===== config.mk =====
export PLATFORM = sky130hd
export DESIGN_NAME = kti_ctrl
export DESIGN_NICKNAME = d
export VERILOG_FILES = /design/src/rtl/kti_pkg.sv /design/src/rtl/kti_ctrl.sv
export SDC_FILE = /design/constraint.sdc
export NUM_CORES = 1
export LEC_CHECK = 0
export ABC_AREA = 1
export BUFFER_PORTS_ARGS = -buffer_cell sky130_fd_sc_hd__buf_2
export CAP_MARGIN = 0
export CORE_AREA = 2 2 39 41
export DETAILED_ROUTE_END_ITERATION = 10
export DIE_AREA = 0 0 41 43
export PLACE_DENSITY_LB_ADDON = 0.08
export SYNTH_ARGS = -nofsm -noshare
export SYNTH_HDL_FRONTEND = slang
export SYNTH_SLANG_ARGS = --single-unit

===== constraint.sdc =====
create_clock -name clock -period 1.4 [get_ports clock]
set_input_delay 0.21 -clock clock [delete_from_list [all_inputs] [get_ports clock]]
set_output_delay 0.21 -clock clock [all_outputs]
set_load 0.03 [all_outputs]

===== src/rtl/kti_pkg.sv =====
// Package for the keyed table: item structs, command and status codes,
// controller states and the controller/datapath control structs. No dependencies.
`default_nettype none
package kti_pkg;

   localparam logic CMD_INSERT = 1'b0;
   localparam logic CMD_DELETE = 1'b1;

   localparam logic [2:0] ST_ADDED     = 3'd0;
   localparam logic [2:0] ST_DUPLICATE = 3'd1;
   localparam logic [2:0] ST_FULL      = 3'd2;
   localparam logic [2:0] ST_DELETED   = 3'd3;
   localparam logic [2:0] ST_NOTFOUND  = 3'd4;

   typedef struct packed {
      logic               cmd;
      logic signed [31:0] entry_key;
      logic [63:0]        entry_payload;
   } req_type;

   typedef struct packed {
      logic [2:0] status;
      logic [7:0] entries_used;
   } rsp_type;

   typedef struct packed {
      logic [31:0] key;
      logic [63:0] payload;
   } entry_type;

   typedef enum logic [2:0] {
      S_IDLE,
      S_LOOKUP,
      S_COMPARE,
      S_INSERT,
      S_SHIFT_READ,
      S_SHIFT_WRITE,
      S_RESP
   } state_type;

   typedef struct packed {
      logic load;
      logic rd_en;
      logic rd_next;
      logic inc_idx;
      logic wr_ins;
      logic wr_shift;
      logic dec_cnt;
   } dp_ctl_type;

   typedef struct packed {
      logic full;
      logic empty;
      logic key_match;
      logic next_in_range;
   } dp_sts_type;

endpackage
`default_nettype wire


===== src/rtl/kti_ctrl.sv =====
// Controller state machine for the keyed table: sequences lookup, append and
// compaction. Uses kti_pkg; drives kti_dpath through dp_ctl_type.
`default_nettype none
module kti_ctrl (
   input  wire logic                clock,
   input  wire logic                reset,
   input  wire logic                start,
   input  wire logic                req_cmd,
   input  wire kti_pkg::dp_sts_type sts,
   output kti_pkg::dp_ctl_type      ctl,
   output logic                     busy,
   output logic                     rsp_valid,
   output logic [2:0]               rsp_status
);

   kti_pkg::state_type state_ff, state_in;
   logic [2:0]         status_ff, status_in;
   logic               op_ff, op_in;

   always_ff @(posedge clock) begin
      if (reset) begin
         state_ff <= kti_pkg::S_IDLE;
      end else begin
         state_ff <= state_in;
      end
      status_ff <= status_in;
      op_ff     <= op_in;
   end

   always_comb begin
      state_in  = state_ff;
      status_in = status_ff;
      op_in     = op_ff;
      ctl       = '0;
      case (state_ff)
         kti_pkg::S_IDLE: begin
            if (start) begin
               op_in    = req_cmd;
               ctl.load = 1'b1;
               if (req_cmd == kti_pkg::CMD_INSERT && sts.full) begin
                  status_in = kti_pkg::ST_FULL;
                  state_in  = kti_pkg::S_RESP;
               end else if (sts.empty) begin
                  if (req_cmd == kti_pkg::CMD_INSERT) begin
                     state_in = kti_pkg::S_INSERT;
                  end else begin
                     status_in = kti_pkg::ST_NOTFOUND;
                     state_in  = kti_pkg::S_RESP;
                  end
               end else begin
                  state_in = kti_pkg::S_LOOKUP;
               end
            end
         end
         kti_pkg::S_LOOKUP: begin
            ctl.rd_en = 1'b1;
            state_in  = kti_pkg::S_COMPARE;
         end
         kti_pkg::S_COMPARE: begin
            if (sts.key_match) begin
               if (op_ff == kti_pkg::CMD_INSERT) begin
                  status_in = kti_pkg::ST_DUPLICATE;
                  state_in  = kti_pkg::S_RESP;
               end else begin
                  state_in = kti_pkg::S_SHIFT_READ;
               end
            end else begin
               ctl.inc_idx = 1'b1;
               if (sts.next_in_range) begin
                  state_in = kti_pkg::S_LOOKUP;
               end else if (op_ff == kti_pkg::CMD_INSERT) begin
                  state_in = kti_pkg::S_INSERT;
               end else begin
                  status_in = kti_pkg::ST_NOTFOUND;
                  state_in  = kti_pkg::S_RESP;
               end
            end
         end
         kti_pkg::S_INSERT: begin
            ctl.wr_ins = 1'b1;
            status_in  = kti_pkg::ST_ADDED;
            state_in   = kti_pkg::S_RESP;
         end
         kti_pkg::S_SHIFT_READ: begin
            if (sts.next_in_range) begin
               ctl.rd_en   = 1'b1;
               ctl.rd_next = 1'b1;
               state_in    = kti_pkg::S_SHIFT_WRITE;
            end else begin
               ctl.dec_cnt = 1'b1;
               status_in   = kti_pkg::ST_DELETED;
               state_in    = kti_pkg::S_RESP;
            end
         end
         kti_pkg::S_SHIFT_WRITE: begin
            ctl.wr_shift = 1'b1;
            ctl.inc_idx  = 1'b1;
            state_in     = kti_pkg::S_SHIFT_READ;
         end
         kti_pkg::S_RESP: begin
            state_in = kti_pkg::S_IDLE;
         end
         default: begin
            state_in = kti_pkg::S_IDLE;
         end
      endcase
   end

   assign busy       = (state_ff != kti_pkg::S_IDLE);
   assign rsp_valid  = (state_ff == kti_pkg::S_RESP);
   assign rsp_status = status_ff;

endmodule
`default_nettype wire


==> flow_metrics.py <==
metrics = {
    "cts": {
        "cts_made_buffers": 3,
        "clkTransAtPathRegs_ns": 0.06,
        "cts_buffer_depth": 2,
        "cts.sinks": 7,
        "cts_root_buffer": "clkbuf_4",
        "ctsHtreeMaxLevel": 1,
        "clk_latency_ns": 0.25,
        "tritoncts": "built",
    },
    "global_routing": {
        "grt_start_max_net_pins": 7,
        "grt_pass1_wl_um": 2070,
        "grt-ovfl-total": 0,
        "track_usage_pct": 17.24,
        "antenna_found_initial": 0,
        "first_global_vias": 547,
    },
    "setup_path": {
        "rr_startpoint": "state_ff[2]",
        "startpoint_type": "flop",
        "r2r_setup_slack_ns": 0.12,
        "crit_arrival_ns": 1.19,
        "ff2ff_path_depth": 5,
        "worstReg2RegEnd": "rsp_status[0]",
        "cp-end-kind": "output pin",
        "critPathKind": "flop to output pin",
        "critPathMaxFanout": 5,
        "required_ns": 1.19,
    },
    "floorplan": {
        "die-height_um": 43,
        "fp.dieW_um": 41,
        "floorplan.rows": 14,
        "core-area_sq_um": 1384,
        "die_area_sq_um": 1763,
        "io_pins": 20,
        "start_util_pct": 34.99,
    },
    "route": {
        "routed_wl_um": 1413,
        "drt-initial-drc-count": 7,
        "drc_errors": 0,
        "vias_per_cell": 4.624,
        "vias": 615,
        "drtAntennaViolNets": 0,
        "first_pass_iters": 4,
        "post_drt_wl_per_cell_um": 10.62,
    },
    "sta": {
        "hold_viol": 0,
        "setup_ws_ns": -0.002713,
        "slew_violations": 0,
        "finalCritPeriodShare_pct": 100.2,
        "post-route-min-period_ns": 1.403,
        "fmax_mhz": 712.9,
        "slew_headroom_pct": 88.97,
        "tightest_slew_ns": 0.1650,
        "finClkSkew_ns": 0.003572,
        "finalSetupViolCount": 1,
    },
    "placed_design": {
        "dp_hpwl_um": 910.9,
        "gp_congestion": 0.7810,
        "port_buffers": 19,
        "dpl_cell_area_sq_um": 611.8,
    },
    "logic_synthesis": {
        "avgSynthCellArea_sq_um": 6.053,
        "synth.yosys.seq_area_share_pct": 37.21,
        "synth_warnings": 0,
        "syn_inst": 80,
        "netlist_area_sq_um": 484.2,
        "ys_types": 15,
        "syn_nets": 88,
        "ys_ff_latch": 7,
    },
    "power_and_ir_drop": {
        "p_seq_share_pct": 22.1,
        "p_total_uw": 2097,
        "swShare_pct": 48.40,
        "leakagePower_uw": 0.0004741,
        "power_switching_uw": 1015,
        "p_comb_share_pct": 68.8,
        "power.density_nw_per_um2": 2547,
        "peakVddDrop_uv": 1230,
        "clockPowerShare_pct": 9.1,
        "p_int_uw": 1082,
    },
    "outcome": {
        "status": "complete, but fails checks",
        "violations": "negative setup slack",
    },
    "finish": {
        "insertedDiodeCount": 0,
        "final_net_count": 126,
        "layout_common_cells": "25 x nand2_1, 16 x buf_4, 15 x inv_1",
        "fin_area_sq_um": 823.3,
        "syn2layout_area_growth_pct": 70.03,
        "multiInputGateArea_sq_um": 281.5,
        "fillers": 127,
        "mostFrequentLayoutCell": "nand2_1",
        "drive_gt1_share_pct": 47.01,
        "seqCellArea_sq_um": 191.4,
        "utilization_pct": 59.49,
    },
    "min_path": {
        "hp-class": "primary input to flop",
        "hold_start": "req_cmd",
        "hold-path-cell-count": 1,
        "whs_endpoint": "op_ff",
    },
    "flow_run": {
        "cap_violations": 0,
    },
}
worst max-delay path by stage:
| stage | from | end | slack, ns | cells after the start |
|---|---|---|---|---|
| after floorplan | state_ff[1] | op_ff | -0.1 | 5 |
| after global placement | state_ff[0] | ctl[6] | 0.11 | 6 |
| after detailed placement | state_ff[2] | ctl[3] | 0.09 | 6 |
| after CTS | state_ff[2] | ctl[3] | -0.01 | 6 |
| after global routing | state_ff[0] | ctl[0] | -0.04 | 4 |
| final | state_ff[0] | ctl[0] | -0.003 | 4 |
cell families after synthesis:
kind of cell    after synthesis  share of synthesized area [%]
compound gates                8                          8.527
buf+inv                      20                          15.50
simple gates                 45                          38.76
flops                         7                          37.21
repair_timing:
item / 4_1_cts / 5_1_grt
hold buffers: 0 / 0
setup endpoints to repair: 7 / 7
pin swaps: 4 / 4
gates cloned: 0 / 0
setup buffers: 9 / 4
resized for setup: 19 / 12
cells in the mapped netlist (all sizes together):
cell	instances	area [sq um]
edfxtp	4	120.1
nand3	6	30.03
nor3	1	5.000
nand4	1	6.260
dfxtp	3	60.06
o22ai	1	6.260
nor2	10	42.54
nand2	27	103.9
a21oi	3	15.01
o21ai	4	20.02
inv	20	75.07
flip-flops by register name, indices dropped and copies added (netlist names):
signal and cells:
rsp_status 3, state_ff 3, op_ff 1
power by group through the flow:
stage	Clock, uW	Combinational (uW)	Sequential, uW
final	192	1440	464
after global routing	207	1570	476
after detailed placement	0	959	427
after floorplan	0	622	503
after CTS	189	1280	447
after global placement	0	971	426
cell type report:
type | count | area share (%)
sequential | 7 | 23.25
clock buffer | 4 | 3.191
timing repair buffer | 33 | 27.51
inverter | 20 | 9.422
multi-input combinational | 53 | 34.19
tap | 16 | 2.432
routing by layer:
layer | part of all wire, % | vias to the layer above | GRT usage (%)
met3 | 6.5 | 2 | 1.571
met2 | 50 | 33 | 27.50
met1 | 42 | 263 | 21.17
met5 | 0 | - | 0
met4 | 1.3 | 0 | 10.00
li1 | - | 317 | -
per-stage QoR:
step	TNS, ns	setup slack, ns	hold WS [ns]	cells
after floorplan	-0.1351	-0.09974	0.3089	80
after global placement	0	0.1081	0.4172	116
after detailed placement	0	0.09352	0.4183	116
after CTS	-0.009976	-0.009976	0.1571	129
after global routing	-0.05106	-0.03568	0.1615	133
final	-0.002713	-0.002713	0.1609	133
critical path, cell delays in order, from the launching register on:
cell      delay (ns)
dfxtp_4         0.37
nor2_4          0.14
nand3_1         0.15
inv_1           0.09
clkbuf_4        0.18
Power figures use the tool's default switching activity.
